File: config.mk
export PLATFORM = sky130hd
export DESIGN_NAME = key_press_release_tracker_core
export DESIGN_NICKNAME = d
export VERILOG_FILES = /design/src/design/kprt_pkg.sv /design/src/design/kprt_front.sv /design/src/design/kprt_queue.sv /design/src/design/kprt_back.sv /design/src/design/key_press_release_tracker_core.sv
export SDC_FILE = /design/constraint.sdc
export NUM_CORES = 1
export LEC_CHECK = 0
export ABC_AREA = 1
export BUFFER_PORTS_ARGS = -buffer_cell sky130_fd_sc_hd__buf_2
export CAP_MARGIN = 20
export CORE_ASPECT_RATIO = 1.1
export CORE_MARGIN = 5
export CORE_UTILIZATION = 60
export CTS_BUF_LIST = sky130_fd_sc_hd__clkbuf_8 sky130_fd_sc_hd__clkbuf_16
export CTS_CLUSTER_DIAMETER = 120
export DETAILED_ROUTE_END_ITERATION = 16
export GPL_TIMING_DRIVEN = 0
export PLACE_DENSITY_LB_ADDON = 0.05
export RECOVER_POWER = 25
export SETUP_SLACK_MARGIN = 0.5
export SLEW_MARGIN = 10
export SYNTH_ARGS = -nofsm -noshare
export SYNTH_HDL_FRONTEND = slang
export SYNTH_SLANG_ARGS = --single-unit
export TNS_END_PERCENT = 50
File: constraint.sdc
create_clock -name i_clk -period 9.87 [get_ports i_clk]
set_input_delay 1.4805 -clock i_clk [delete_from_list [all_inputs] [get_ports i_clk]]
set_output_delay 1.4805 -clock i_clk [all_outputs]
set_load 0.02 [all_outputs]
File: src/design/kprt_pkg.sv
// ----------------------------------------------------------------------------
// Key press/release tracker package
// Shared constants, codes and payload types of the tracker core.
// ----------------------------------------------------------------------------
package kprt_pkg;

    localparam int SLOTS_DEF     = 16;
    localparam int TIME_BITS_DEF = 32;
    localparam int MAX_RESULTS   = 16;

    localparam int QUEUE_DEPTH = 2;
    localparam int QPTR_W      = (QUEUE_DEPTH > 1) ? $clog2(QUEUE_DEPTH) : 1;
    localparam int QCNT_W      = $clog2(QUEUE_DEPTH + 1);

    localparam int CHAR_W    = 8;
    localparam int STAMP_W   = 32;
    localparam int CFG_W     = 32;
    localparam int CFG_IDX_W = 1;

    localparam logic [CHAR_W-1:0] ESC_BYTE    = 8'h1B;
    localparam logic [CHAR_W-1:0] UPPER_A     = 8'h41;
    localparam logic [CHAR_W-1:0] UPPER_Z     = 8'h5A;
    localparam logic [CHAR_W-1:0] CASE_OFFSET = 8'h20;

    localparam logic [CFG_IDX_W-1:0] CFG_DOWN_TIMEOUT = 1'b0;
    localparam logic [CFG_IDX_W-1:0] CFG_REPEAT_DELAY = 1'b1;

    localparam logic [CFG_W-1:0] DOWN_TIMEOUT_RST = 32'd500;
    localparam logic [CFG_W-1:0] REPEAT_DELAY_RST = 32'd50;

    typedef enum logic {
        OP_CHAR  = 1'b0,
        OP_SWEEP = 1'b1
    } t_opcode;

    typedef enum logic [1:0] {
        EV_DOWN = 2'd0,
        EV_UP   = 2'd1,
        EV_DROP = 2'd2
    } t_event_kind;

    typedef struct packed {
        t_opcode             opcode;
        logic [CHAR_W-1:0]   char_code;
        logic [STAMP_W-1:0]  timestamp;
    } t_cmd;

    typedef struct packed {
        t_event_kind         event_kind;
        logic [CHAR_W-1:0]   key_code;
        logic                shift_flag;
        logic                last_event;
    } t_result;

    typedef struct packed {
        t_opcode             opcode;
        logic [CHAR_W-1:0]   key;
        logic                shift;
        logic [STAMP_W-1:0]  timestamp;
    } t_work;

    typedef struct packed {
        logic [CFG_W-1:0]    down_timeout;
        logic [CFG_W-1:0]    repeat_delay;
    } t_cfg;

endpackage

File: src/design/kprt_front.sv
// ----------------------------------------------------------------------------
// Tracker front end
// Classifies accepted items: folds case, handles escape and batch abort,
// and forwards work for the slot table.
// ----------------------------------------------------------------------------
module kprt_front (
    input  logic            i_clk,
    input  logic            i_rst_n,
    input  logic            i_accept,
    input  kprt_pkg::t_cmd  i_cmd,
    output logic            o_push,
    output kprt_pkg::t_work o_work
);
    import kprt_pkg::*;

    logic r_aborted;
    logic n_aborted;
    logic is_upper;

    assign is_upper = (i_cmd.char_code >= UPPER_A) && (i_cmd.char_code <= UPPER_Z);

    always_comb begin
        n_aborted        = r_aborted;
        o_push           = 1'b0;
        o_work.opcode    = i_cmd.opcode;
        o_work.key       = is_upper ? (i_cmd.char_code + CASE_OFFSET) : i_cmd.char_code;
        o_work.shift     = is_upper;
        o_work.timestamp = i_cmd.timestamp;
        if (i_accept) begin
            case (i_cmd.opcode)
                OP_CHAR: begin
                    if (!r_aborted) begin
                        if (i_cmd.char_code == ESC_BYTE) begin
                            n_aborted = 1'b1;
                        end else begin
                            o_push = 1'b1;
                        end
                    end
                end
                OP_SWEEP: begin
                    if (r_aborted) begin
                        n_aborted = 1'b0;
                    end else begin
                        o_push = 1'b1;
                    end
                end
                default: begin
                    o_push = 1'b0;
                end
            endcase
        end
    end

    always_ff @(posedge i_clk) begin
        if (!i_rst_n) begin
            r_aborted <= 1'b0;
        end else begin
            r_aborted <= n_aborted;
        end
    end

endmodule

File: src/design/kprt_queue.sv
// ----------------------------------------------------------------------------
// Tracker work queue
// Short FIFO of classified items between the front end and the slot table.
// ----------------------------------------------------------------------------
module kprt_queue (
    input  logic            i_clk,
    input  logic            i_rst_n,
    input  logic            i_push,
    input  kprt_pkg::t_work i_work,
    input  logic            i_pop,
    output logic            o_valid,
    output logic            o_full,
    output kprt_pkg::t_work o_work
);
    import kprt_pkg::*;

    t_work              r_mem [QUEUE_DEPTH];
    logic [QPTR_W-1:0]  r_wr_ptr;
    logic [QPTR_W-1:0]  r_rd_ptr;
    logic [QCNT_W-1:0]  r_count;
    logic               do_push;
    logic               do_pop;

    assign o_valid = (r_count != '0);
    assign o_full  = (r_count == QCNT_W'(QUEUE_DEPTH));
    assign o_work  = r_mem[r_rd_ptr];
    assign do_push = i_push && !o_full;
    assign do_pop  = i_pop && o_valid;

    always_ff @(posedge i_clk) begin
        if (do_push) begin
            r_mem[r_wr_ptr] <= i_work;
        end
    end

    always_ff @(posedge i_clk) begin
        if (!i_rst_n) begin
            r_wr_ptr <= '0;
            r_rd_ptr <= '0;
            r_count  <= '0;
        end else begin
            if (do_push) begin
                r_wr_ptr <= (r_wr_ptr == QPTR_W'(QUEUE_DEPTH - 1)) ? '0
                                                                   : r_wr_ptr + QPTR_W'(1);
            end
            if (do_pop) begin
                r_rd_ptr <= (r_rd_ptr == QPTR_W'(QUEUE_DEPTH - 1)) ? '0
                                                                   : r_rd_ptr + QPTR_W'(1);
            end
            case ({do_push, do_pop})
                2'b10:   r_count <= r_count + QCNT_W'(1);
                2'b01:   r_count <= r_count - QCNT_W'(1);
                default: r_count <= r_count;
            endcase
        end
    end

endmodule

File: src/design/kprt_back.sv
// ----------------------------------------------------------------------------
// Tracker slot table
// Holds tracked keys, matches characters against all slots in parallel,
// and walks the slots one at a time on a release sweep.
// ----------------------------------------------------------------------------
module kprt_back #(
    parameter int SLOTS     = kprt_pkg::SLOTS_DEF,
    parameter int TIME_BITS = kprt_pkg::TIME_BITS_DEF
) (
    input  logic              i_clk,
    input  logic              i_rst_n,
    input  kprt_pkg::t_cfg    i_cfg,
    input  logic              i_q_valid,
    input  kprt_pkg::t_work   i_q_work,
    output logic              o_q_pop,
    output logic              o_result_strobe,
    output kprt_pkg::t_result o_result
);
    import kprt_pkg::*;

    localparam int SLOT_W = (SLOTS > 1) ? $clog2(SLOTS) : 1;
    localparam int CNT_W  = $clog2(MAX_RESULTS + 1);
    localparam int CMP_W  = (TIME_BITS > CFG_W) ? TIME_BITS : CFG_W;

    typedef enum logic [2:0] {
        S_IDLE,
        S_MATCH,
        S_UPDATE,
        S_SW_RD,
        S_SW_EV,
        S_SW_END
    } t_state;

    t_state                r_state;
    t_work                 r_cur;
    logic [SLOTS-1:0]      r_valid;
    logic [SLOT_W-1:0]     r_idx;
    logic [SLOT_W-1:0]     r_hit_idx;
    logic [CNT_W-1:0]      r_cnt;
    logic                  r_pend_v;
    logic [CHAR_W-1:0]     r_pend_key;
    logic                  r_pend_shift;
    logic                  r_out_strobe;
    t_result               r_out;

    logic [CHAR_W-1:0]     r_key   [SLOTS];
    logic                  r_shift [SLOTS];
    logic                  r_rep   [SLOTS];
    logic [TIME_BITS-1:0]  r_time  [SLOTS];
    logic [CHAR_W-1:0]     r_key_q;
    logic                  r_shift_q;
    logic                  r_rep_q;
    logic [TIME_BITS-1:0]  r_time_q;

    logic [TIME_BITS-1:0]  now;
    logic [TIME_BITS-1:0]  elapsed;
    logic [CMP_W-1:0]      elapsed_x;
    logic [CMP_W-1:0]      limit_x;
    logic                  hit;
    logic [SLOT_W-1:0]     hit_idx;
    logic                  free_found;
    logic [SLOT_W-1:0]     free_idx;
    logic [SLOT_W-1:0]     rd_addr;
    logic                  we_new;
    logic                  we_upd;
    logic                  set_rep;
    logic [SLOT_W-1:0]     wr_addr;
    logic                  expired;
    logic                  sweep_done;

    assign now       = TIME_BITS'(r_cur.timestamp);
    assign elapsed   = now - r_time_q;
    assign elapsed_x = CMP_W'(elapsed);
    assign limit_x   = r_rep_q ? CMP_W'(i_cfg.repeat_delay) : CMP_W'(i_cfg.down_timeout);

    always_comb begin
        hit        = 1'b0;
        hit_idx    = '0;
        free_found = 1'b0;
        free_idx   = '0;
        for (int i = SLOTS - 1; i >= 0; i--) begin
            if (r_valid[i]) begin
                if ((r_key[i] == r_cur.key) && (r_shift[i] == r_cur.shift)) begin
                    hit     = 1'b1;
                    hit_idx = SLOT_W'(i);
                end
            end else begin
                free_found = 1'b1;
                free_idx   = SLOT_W'(i);
            end
        end
    end

    assign rd_addr    = (r_state == S_MATCH) ? hit_idx : r_idx;
    assign we_new     = (r_state == S_MATCH) && !hit && free_found;
    assign we_upd     = (r_state == S_UPDATE);
    assign set_rep    = !r_rep_q && (elapsed_x <= CMP_W'(i_cfg.down_timeout));
    assign wr_addr    = we_new ? free_idx : r_hit_idx;
    assign expired    = r_valid[r_idx] && (elapsed_x > limit_x);
    assign sweep_done = (r_idx == SLOT_W'(SLOTS - 1))
                     || (expired && ((r_cnt + CNT_W'(1)) == CNT_W'(MAX_RESULTS)));
    assign o_q_pop    = (r_state == S_IDLE) && i_q_valid;

    always_ff @(posedge i_clk) begin
        if (we_new) begin
            r_key[wr_addr]   <= r_cur.key;
            r_shift[wr_addr] <= r_cur.shift;
            r_rep[wr_addr]   <= 1'b0;
        end
        if (we_upd && set_rep) begin
            r_rep[wr_addr] <= 1'b1;
        end
        if (we_new || we_upd) begin
            r_time[wr_addr] <= now;
        end
        r_key_q   <= r_key[rd_addr];
        r_shift_q <= r_shift[rd_addr];
        r_rep_q   <= r_rep[rd_addr];
        r_time_q  <= r_time[rd_addr];
    end

    always_ff @(posedge i_clk) begin
        if (!i_rst_n) begin
            r_state      <= S_IDLE;
            r_valid      <= '0;
            r_idx        <= '0;
            r_hit_idx    <= '0;
            r_cnt        <= '0;
            r_pend_v     <= 1'b0;
            r_out_strobe <= 1'b0;
        end else begin
            r_out_strobe <= 1'b0;
            case (r_state)
                S_IDLE: begin
                    if (i_q_valid) begin
                        r_cur    <= i_q_work;
                        r_idx    <= '0;
                        r_cnt    <= '0;
                        r_pend_v <= 1'b0;
                        r_state  <= (i_q_work.opcode == OP_SWEEP) ? S_SW_RD : S_MATCH;
                    end
                end
                S_MATCH: begin
                    r_hit_idx <= hit_idx;
                    if (hit) begin
                        r_state <= S_UPDATE;
                    end else begin
                        if (free_found) begin
                            r_valid[free_idx] <= 1'b1;
                        end
                        r_out_strobe       <= 1'b1;
                        r_out.event_kind   <= free_found ? EV_DOWN : EV_DROP;
                        r_out.key_code     <= r_cur.key;
                        r_out.shift_flag   <= r_cur.shift;
                        r_out.last_event   <= 1'b1;
                        r_state            <= S_IDLE;
                    end
                end
                S_UPDATE: begin
                    r_state <= S_IDLE;
                end
                S_SW_RD: begin
                    r_state <= S_SW_EV;
                end
                S_SW_EV: begin
                    if (expired) begin
                        if (r_pend_v) begin
                            r_out_strobe     <= 1'b1;
                            r_out.event_kind <= EV_UP;
                            r_out.key_code   <= r_pend_key;
                            r_out.shift_flag <= r_pend_shift;
                            r_out.last_event <= 1'b0;
                        end
                        r_pend_v       <= 1'b1;
                        r_pend_key     <= r_key_q;
                        r_pend_shift   <= r_shift_q;
                        r_valid[r_idx] <= 1'b0;
                        r_cnt          <= r_cnt + CNT_W'(1);
                    end
                    if (sweep_done) begin
                        r_state <= S_SW_END;
                    end else begin
                        r_idx   <= r_idx + SLOT_W'(1);
                        r_state <= S_SW_RD;
                    end
                end
                S_SW_END: begin
                    if (r_pend_v) begin
                        r_out_strobe     <= 1'b1;
                        r_out.event_kind <= EV_UP;
                        r_out.key_code   <= r_pend_key;
                        r_out.shift_flag <= r_pend_shift;
                        r_out.last_event <= 1'b1;
                    end
                    r_pend_v <= 1'b0;
                    r_state  <= S_IDLE;
                end
                default: begin
                    r_state <= S_IDLE;
                end
            endcase
        end
    end

    assign o_result_strobe = r_out_strobe;
    assign o_result        = r_out;

endmodule

File: src/design/key_press_release_tracker_core.sv
// ----------------------------------------------------------------------------
// Key press/release tracker core
// Infers key-down, key-up and key-dropped events from timestamped terminal
// bytes and end-of-batch sweep commands.
//
// Command channel: an item is taken at a rising edge with i_start high and
// o_busy low. o_busy is high while the two-entry work queue is full.
// Configuration: i_cfg_valid with i_cfg_index and i_cfg_data writes a
// register; o_cfg_ready is always high. Write only while the core is idle.
// Results: each event is on o_result for one cycle with o_result_strobe
// high; last_event marks the final event of an item. The receiver cannot
// stall the core.
// Timing: a character goes from the idle state to a match state, and to an
// update state when its key is tracked (no event then); a new or dropped
// key's event is registered in the match state. A sweep walks the slots
// one at a time, a read and an event state per slot (registered read of
// the slot time store), then an end state; each key-up event is held
// until the next expired slot is found or the walk ends. Escape bytes and
// aborted batches are consumed by the front end with no result.
// Reset: clears the slot valid bits, the abort flag, the queue and sets the
// configuration registers to their defaults; no clearing pass is needed.
// ----------------------------------------------------------------------------
module key_press_release_tracker_core #(
    parameter int SLOTS     = kprt_pkg::SLOTS_DEF,
    parameter int TIME_BITS = kprt_pkg::TIME_BITS_DEF
) (
    input  logic                            i_clk,
    input  logic                            i_rst_n,
    input  logic                            i_start,
    output logic                            o_busy,
    input  kprt_pkg::t_cmd                  i_cmd,
    input  logic                            i_cfg_valid,
    output logic                            o_cfg_ready,
    input  logic [kprt_pkg::CFG_IDX_W-1:0]  i_cfg_index,
    input  logic [kprt_pkg::CFG_W-1:0]      i_cfg_data,
    output logic                            o_result_strobe,
    output kprt_pkg::t_result               o_result
);
    import kprt_pkg::*;

    t_cfg   r_cfg;
    logic   q_full;
    logic   q_valid;
    logic   q_pop;
    logic   push;
    t_work  push_work;
    t_work  head_work;

    assign o_busy      = q_full;
    assign o_cfg_ready = 1'b1;

    always_ff @(posedge i_clk) begin
        if (!i_rst_n) begin
            r_cfg.down_timeout <= DOWN_TIMEOUT_RST;
            r_cfg.repeat_delay <= REPEAT_DELAY_RST;
        end else if (i_cfg_valid) begin
            case (i_cfg_index)
                CFG_DOWN_TIMEOUT: r_cfg.down_timeout <= i_cfg_data;
                CFG_REPEAT_DELAY: r_cfg.repeat_delay <= i_cfg_data;
                default:          r_cfg <= r_cfg;
            endcase
        end
    end

    kprt_front u_front (
        .i_clk    (i_clk),
        .i_rst_n  (i_rst_n),
        .i_accept (i_start && !q_full),
        .i_cmd    (i_cmd),
        .o_push   (push),
        .o_work   (push_work)
    );

    kprt_queue u_queue (
        .i_clk    (i_clk),
        .i_rst_n  (i_rst_n),
        .i_push   (push),
        .i_work   (push_work),
        .i_pop    (q_pop),
        .o_valid  (q_valid),
        .o_full   (q_full),
        .o_work   (head_work)
    );

    kprt_back #(
        .SLOTS     (SLOTS),
        .TIME_BITS (TIME_BITS)
    ) u_back (
        .i_clk           (i_clk),
        .i_rst_n         (i_rst_n),
        .i_cfg           (r_cfg),
        .i_q_valid       (q_valid),
        .i_q_work        (head_work),
        .o_q_pop         (q_pop),
        .o_result_strobe (o_result_strobe),
        .o_result        (o_result)
    );

endmodule
==> results.toml, run 1 <==
[placement]
final_weighted_congestion_of_routability_driven_global_placement = 1.01
dpl-instance-area_mm2 = 0.0471
pre_cts_ws_ns = 2.12
half_perimeter_wire_length_of_the_detailed_placement_result_mm = 103
io_buffers = 91
total_instance_count_after_detailed_placement = 5602

[critical_path]
critical-path-max-stage-delay_ns = 0.77
endpoint_kind = "flip-flop"
required_ns = 10.15
setup.worst_path.start_class = "flip-flop"
worst-path-max-fanout = 17
path_class = "flip-flop to flip-flop"
critPathSlowestCell = "nor2_1"
worstReg2RegStart = "u_back.now[0]$_DFFE_PP_"
path_buf_inv = 2
worst_setup_sp = "u_back.now[0]$_DFFE_PP_"
crit_top_cell = "nand2_1"
timing.critical_path.max_delay_family = "simple AND/OR/NAND/NOR gates"
arrival_ns = 8.20

[hold_path]
worstHoldPathType = "flip-flop to flip-flop"
timing.hold.worst.start = "u_back.r_key_q[6]$_DFF_P_"

[drt]
detail_route.wirelength_mm = 145
postRouteAntennaNets = 0
avgRoutedWirePerCell_um = 25.1
count_of_vias_placed_by_the_detailed_router = 34507
drt-initial-drc-count = 4436
vias_per_cell = 5.96
first_pass_iters = 7
drc = 0

[final_layout]
antennaDiodeCount = 0
area_growth_syn_to_layout_pct = 12.5
footprint_of_the_multi_input_gates_mm2 = 0.0141
final_layout_size_suffix_gt1_share_pct = 9.39
number_of_standard_cells_in_the_layout_taps_in_and_fillers_out = 5786
fillers = 5813
layout.cells.most_common_list = "978 x nand2_1, 818 x edfxtp_1, 815 x nand3_1"
final-seq-area_mm2 = 0.0275
layout.nets = 4923
commonest_non_fill_non_tap_cell_in_the_layout = "nand2_1"
final_design_area_no_fill_mm2 = 0.0502

[global_route]
pin_count_of_the_biggest_net_entering_global_routing = 25
grt_remaining_overflow = 0
grt_first_pass_wirelength_mm = 213
globalRouteTotalUtil_pct = 35.9
grt_antenna_before_repair = 8
first_global_vias = 33265

[cts]
ctsLongestPathBuffers = 3
cts.repair_timing.setup_buffer_count = 0
clk_latency_ns = 0.69
cts_tree = "built"
clk_pin_slew_ns = 0.06
clock_sinks = 964
cts.root.buffer_cell = "clkbuf_16"
cts_buffers = 97
ctsHtreeMaxLevel = 3
cts_hold_buffers = 0
postCtsResizedCells = 0

[yosys]
synth_top_family_by_area = "simple AND/OR/NAND/NOR gates"
synth_top_cell_area_share_pct = 55.0
synthesis.area_per_instance_um2 = 9.90
synthDistinctLibCells = 53
post_synth_main_area_contributors = "edfxtp_1 55%, nand3_1 9.1%, nand2_1 8.2%"
synth_adder_area_share_pct = 2.93
synth_simple_gate_area_share_pct = 20.1
syn-num-nets = 4689
muxShareOfSynthArea_pct = 1.06
synth_top_flop_cell = "edfxtp_1"
synth_xor_xnor_area_share_pct = 1.65
gate_count_post_synth = 4507
synth-edff-count = 818
synth-seq-area-share_pct = 61.6
synth_compound_gate_area_share_pct = 5.44
postSynth.asyncResetShare_pct = 0
register_bit_total_from_synthesis = 964
synth-warning-count = 0
synth_area_mm2 = 0.0446
netlist.top_cell.by_area = "edfxtp_1"

[timing]
fin_crit_sh_pct = 80.2
max-slew-margin-rel_pct = 8.25
hold_viol_final = 0
final_count_of_negative_setup_slack_endpoints = 0
totalNegativeSetupSlack_ns = 0
rsz0062_at_grt = "no"
max_slew.worst_pin.slew_ns = 1.37
timing.clock.skew_ns = 0.0337
finalCriticalPeriod_ns = 7.92
slew_viol_final = 0
finalWorstSetupSlack_ns = 1.95
maxClockFrequency_mhz = 126

[floorplan]
row_count = 105
floorplan.die_area_mm2 = 0.0800
fp.dieH_um = 296
coreArea_mm2 = 0.0742
start_util_pct = 60.1
die_w_um = 270
io_pins = 93

[pwr]
cell_area_power_density_mw_per_mm2 = 243
cellLeakagePower_nw = 20.5
power.switching_fraction_pct = 33.8
power_frac_clock_pct = 29.7
peakVddDrop_mv = 0.198
seq_power_share_pct = 43.8
total_power_w = 0.0122
comb_power_share_pct = 26.5
net-switching-power_w = 0.00413
internal_power_w = 0.00807

[status]
result_of_the_run = "completed"

[run]
maxCapViolCount = 0
## cell families (layout without fill, tap and decap cells)
| kind of cell | Yosys count | after routing |
|---|---|---|
| flip-flops | 964 | 964 |
| AND/OR/NAND/NOR | 2076 | 2076 |
| AO/OA/AOI/OAI | 432 | 432 |
| other | 1 | 1 |
| multiplexers | 42 | 42 |
| buffers and inverters | 804 | 1120 |
| adder cells (fa/ha/maj) | 104 | 104 |
| XOR/XNOR | 84 | 84 |
## synth_stat cells, types with 42 or more instances
library cell,number
edfxtp_1,818
inv_1,553
buf_2,96
o21ai_0,136
mux2_2,42
xor2_1,61
nor2_1,208
dfxtp_1,146
a21oi_1,180
nand3_1,815
nand2_1,978
ha_1,103
clkbuf_1,109
## sequential cells by signal (all words and copies together), names as in the netlist, 12 cells and up, named ones only
| signal | count |
|---|---|
| u_back.now | 32 |
| u_back.r_key | 128 |
| u_back.r_time_q | 32 |
| u_back.r_shift | 16 |
| u_back.r_rep | 16 |
| u_queue.r_mem | 84 |
| u_back.r_time | 512 |
| u_back.o_result | 12 |
| r_cfg | 64 |
| u_back.r_valid | 16 |
## area by class of cell
type	instances	share of cell area [%]
clock buffer	101	4.94
multi-input combinational	2739	28.0
clock inverter	80	1.31
timing repair buffer	135	2.15
tap	963	2.40
sequential	964	54.7
buffer	242	2.23
inverter	562	4.20
## metal layers
layer | vias to the layer above | routed length (um) | global-route usage (%)
met1 | 16229 | 55700 | 47.6
met4 | 6 | 6460 | 14.9
li1 | 15795 | - | -
met2 | 2061 | 66200 | 57.6
met5 | - | 57 | 0
met3 | 416 | 17000 | 8.73
## per-stage QoR
stage / hold slack, ns / util (%)
2_1_floorplan: 0.386 / -
3_3_place_gp: 0.389 / 62.4
3_5_place_dp: 0.389 / 63.4
4_1_cts: 0.405 / 67.7
5_1_grt: 0.406 / 67.7
6_report: 0.406 / 67.7
## worst paths after layout
check | endpoint | slack (ns) | depth (start not counted)
setup / recovery | u_back.r_key[1][7]$_DFFE_PP_ | 1.95 | 31
hold reg to reg | u_back.r_pend_key[6]$_DFFE_PP_ | 0.41 | 0
hold / removal | u_back.r_pend_key[6]$_DFFE_PP_ | 0.41 | 0
setup reg to reg | u_back.r_key[1][7]$_DFFE_PP_ | 1.95 | 31
## power groups by stage
stage	Combinational (W)	Sequential, W	Clock [W]
final	0.00323	0.00535	0.00362
after CTS	0.00316	0.00534	0.00363
after global routing	0.00360	0.00538	0.00380
after floorplan	0.00208	0.00526	0
after detailed placement	0.00315	0.00542	0
after global placement	0.00295	0.00544	0
No activity file was read; power rests on OpenSTA's default activity.
==> run 2: changes to the inputs <==
Clock period 9.87 ns to 8 ns, I/O delays scaled along.
==> run 2 against run 1 <==
- core utilization about the same
- via count is 0.28% higher
- setup slack lost 1.2 ns
- sequential cell count unchanged
- first-iteration DRC count decreased by 3.1%
- routed wire length grew 0.29%
- register-to-register slack lost 1.2 ns
- non-clock buffer count rose by 3
==> results.toml, run 2 (synthesized netlist as in run 1, its figures left out) <==
[status]
result_of_the_run = "completed"

[global_route]
globalRouteTotalUtil_pct = 35.9
first_global_vias = 33265
grt_first_pass_wirelength_mm = 213
grt_remaining_overflow = 0
grt_antenna_before_repair = 8
pin_count_of_the_biggest_net_entering_global_routing = 25

[timing]
timing.clock.skew_ns = 0.0313
finalWorstSetupSlack_ns = 0.789
max_slew.worst_pin.slew_ns = 1.41
slew_viol_final = 0
rsz0062_at_grt = "no"
final_count_of_negative_setup_slack_endpoints = 0
hold_viol_final = 0
max-slew-margin-rel_pct = 5.14
finalCriticalPeriod_ns = 7.21
maxClockFrequency_mhz = 139
fin_crit_sh_pct = 90.1

[cts]
cts_buffers = 97
ctsLongestPathBuffers = 3
clock_sinks = 964
clk_pin_slew_ns = 0.06
ctsHtreeMaxLevel = 3
clk_latency_ns = 0.69
cts_tree = "built"
cts.root.buffer_cell = "clkbuf_16"
cts_hold_buffers = 0

[floorplan]
io_pins = 93
die_w_um = 270
coreArea_mm2 = 0.0742
start_util_pct = 60.1
floorplan.die_area_mm2 = 0.0800
row_count = 105
fp.dieH_um = 296

[placement]
final_weighted_congestion_of_routability_driven_global_placement = 1.01
total_instance_count_after_detailed_placement = 5602
half_perimeter_wire_length_of_the_detailed_placement_result_mm = 103
pre_cts_ws_ns = 0.252
io_buffers = 91

[critical_path]
required_ns = 8.28
worst-path-max-fanout = 12
setup.worst_path.start_class = "flip-flop"
crit_top_cell = "nand2_1"
endpoint_kind = "flip-flop"
critical-path-max-stage-delay_ns = 0.82
path_class = "flip-flop to flip-flop"
arrival_ns = 7.49
critPathSlowestCell = "nor2_1"

[final_layout]
layout.nets = 4926
number_of_standard_cells_in_the_layout_taps_in_and_fillers_out = 5790
layout.cells.most_common_list = "978 x nand2_1, 818 x edfxtp_1, 815 x nand3_1"
max_flop_register = "u_back.r_time"
area_growth_syn_to_layout_pct = 12.6
largest_reg_flops = 512
commonest_non_fill_non_tap_cell_in_the_layout = "nand2_1"
top_regs = "u_back.r_time: 512 flops, u_back.r_key: 128 flops, u_queue.r_mem: 84 flops"
final_layout_size_suffix_gt1_share_pct = 9.45

[pwr]
total_power_w = 0.0151
cellLeakagePower_nw = 20.5
cell_area_power_density_mw_per_mm2 = 300
peakVddDrop_mv = 0.245

[drt]
vias_per_cell = 5.98
postRouteAntennaNets = 0
drt-initial-drc-count = 4299
detail_route.wirelength_mm = 146
drc = 0
count_of_vias_placed_by_the_detailed_router = 34605
first_pass_iters = 8
avgRoutedWirePerCell_um = 25.2

[run]
maxCapViolCount = 0

[hold_path]
worstHoldPathType = "flip-flop to flip-flop"
[run 2: report_power, final]
group | internal (W) | total, W | switching (W)
Combinational | 0.00134 | 0.00400 | 0.00266
Clock | 0.00246 | 0.00447 | 0.00201
Sequential | 0.00616 | 0.00659 | 0.000429
[run 2: worst paths after layout]
check | from | end | slack [ns] | cells past startpoint
max | u_back.now[0]$_DFFE_PP_ | u_back.r_key[0][7]$_DFFE_PP_ | 0.79 | 32
min | u_back.r_key_q[6]$_DFF_P_ | u_back.r_pend_key[6]$_DFFE_PP_ | 0.41 | 0
max reg2reg | u_back.now[0]$_DFFE_PP_ | u_back.r_key[0][7]$_DFFE_PP_ | 0.79 | 32
min reg2reg | u_back.r_key_q[6]$_DFF_P_ | u_back.r_pend_key[6]$_DFFE_PP_ | 0.41 | 0
[run 2: cell type report]
| class | instances | area [um2] |
|---|---|---|
| fill | 5816 | 24000 |
| buffer | 242 | 1120 |
| antenna | 1 | 2.50 |
| timing repair buffer | 138 | 1090 |
| sequential | 964 | 27500 |
| multi-input combinational | 2739 | 14100 |
| tap | 963 | 1200 |
| clock inverter | 80 | 656 |
| inverter | 562 | 2110 |
| clock buffer | 101 | 2480 |
[run 2: critical path: cells and delay by family, from the launching register on]
kind,cells,cell delay (ns)
flip-flops,1,0.32
buffers and inverters,3,0.60
XOR/XNOR,1,0.21
AND/OR/NAND/NOR,18,3.17
AO/OA/AOI/OAI,7,1.74
adder cells (fa/ha/maj),3,0.71
[run 2: metrics by stage]
| step | util (%) | hold WS [ns] | area (um2) | setup TNS (ns) |
|---|---|---|---|---|
| 2_1_floorplan | - | 0.386 | 44600 | 0 |
| 3_3_place_gp | 62.4 | 0.389 | 46300 | -155.42 |
| 3_5_place_dp | 63.4 | 0.389 | 47100 | 0 |
| 4_1_cts | 67.7 | 0.405 | 50200 | 0 |
| 5_1_grt | 67.7 | 0.406 | 50300 | 0 |
| 6_report | 67.7 | 0.405 | 50300 | 0 |
[run 2: repair_timing]
action | CTS | global route
buffers inserted | 0 | 3
endpoints found under the setup margin | 52 | 52
resized for setup | 2 | 4
[run 2: layer usage]
layer,vias up,share of wire (%),global-route usage (%)
li1,15797,-,-
met1,16334,38,47.6
met2,2063,46,57.6
met4,4,4.3,14.9
met5,-,0.018,0
met3,407,12,8.73
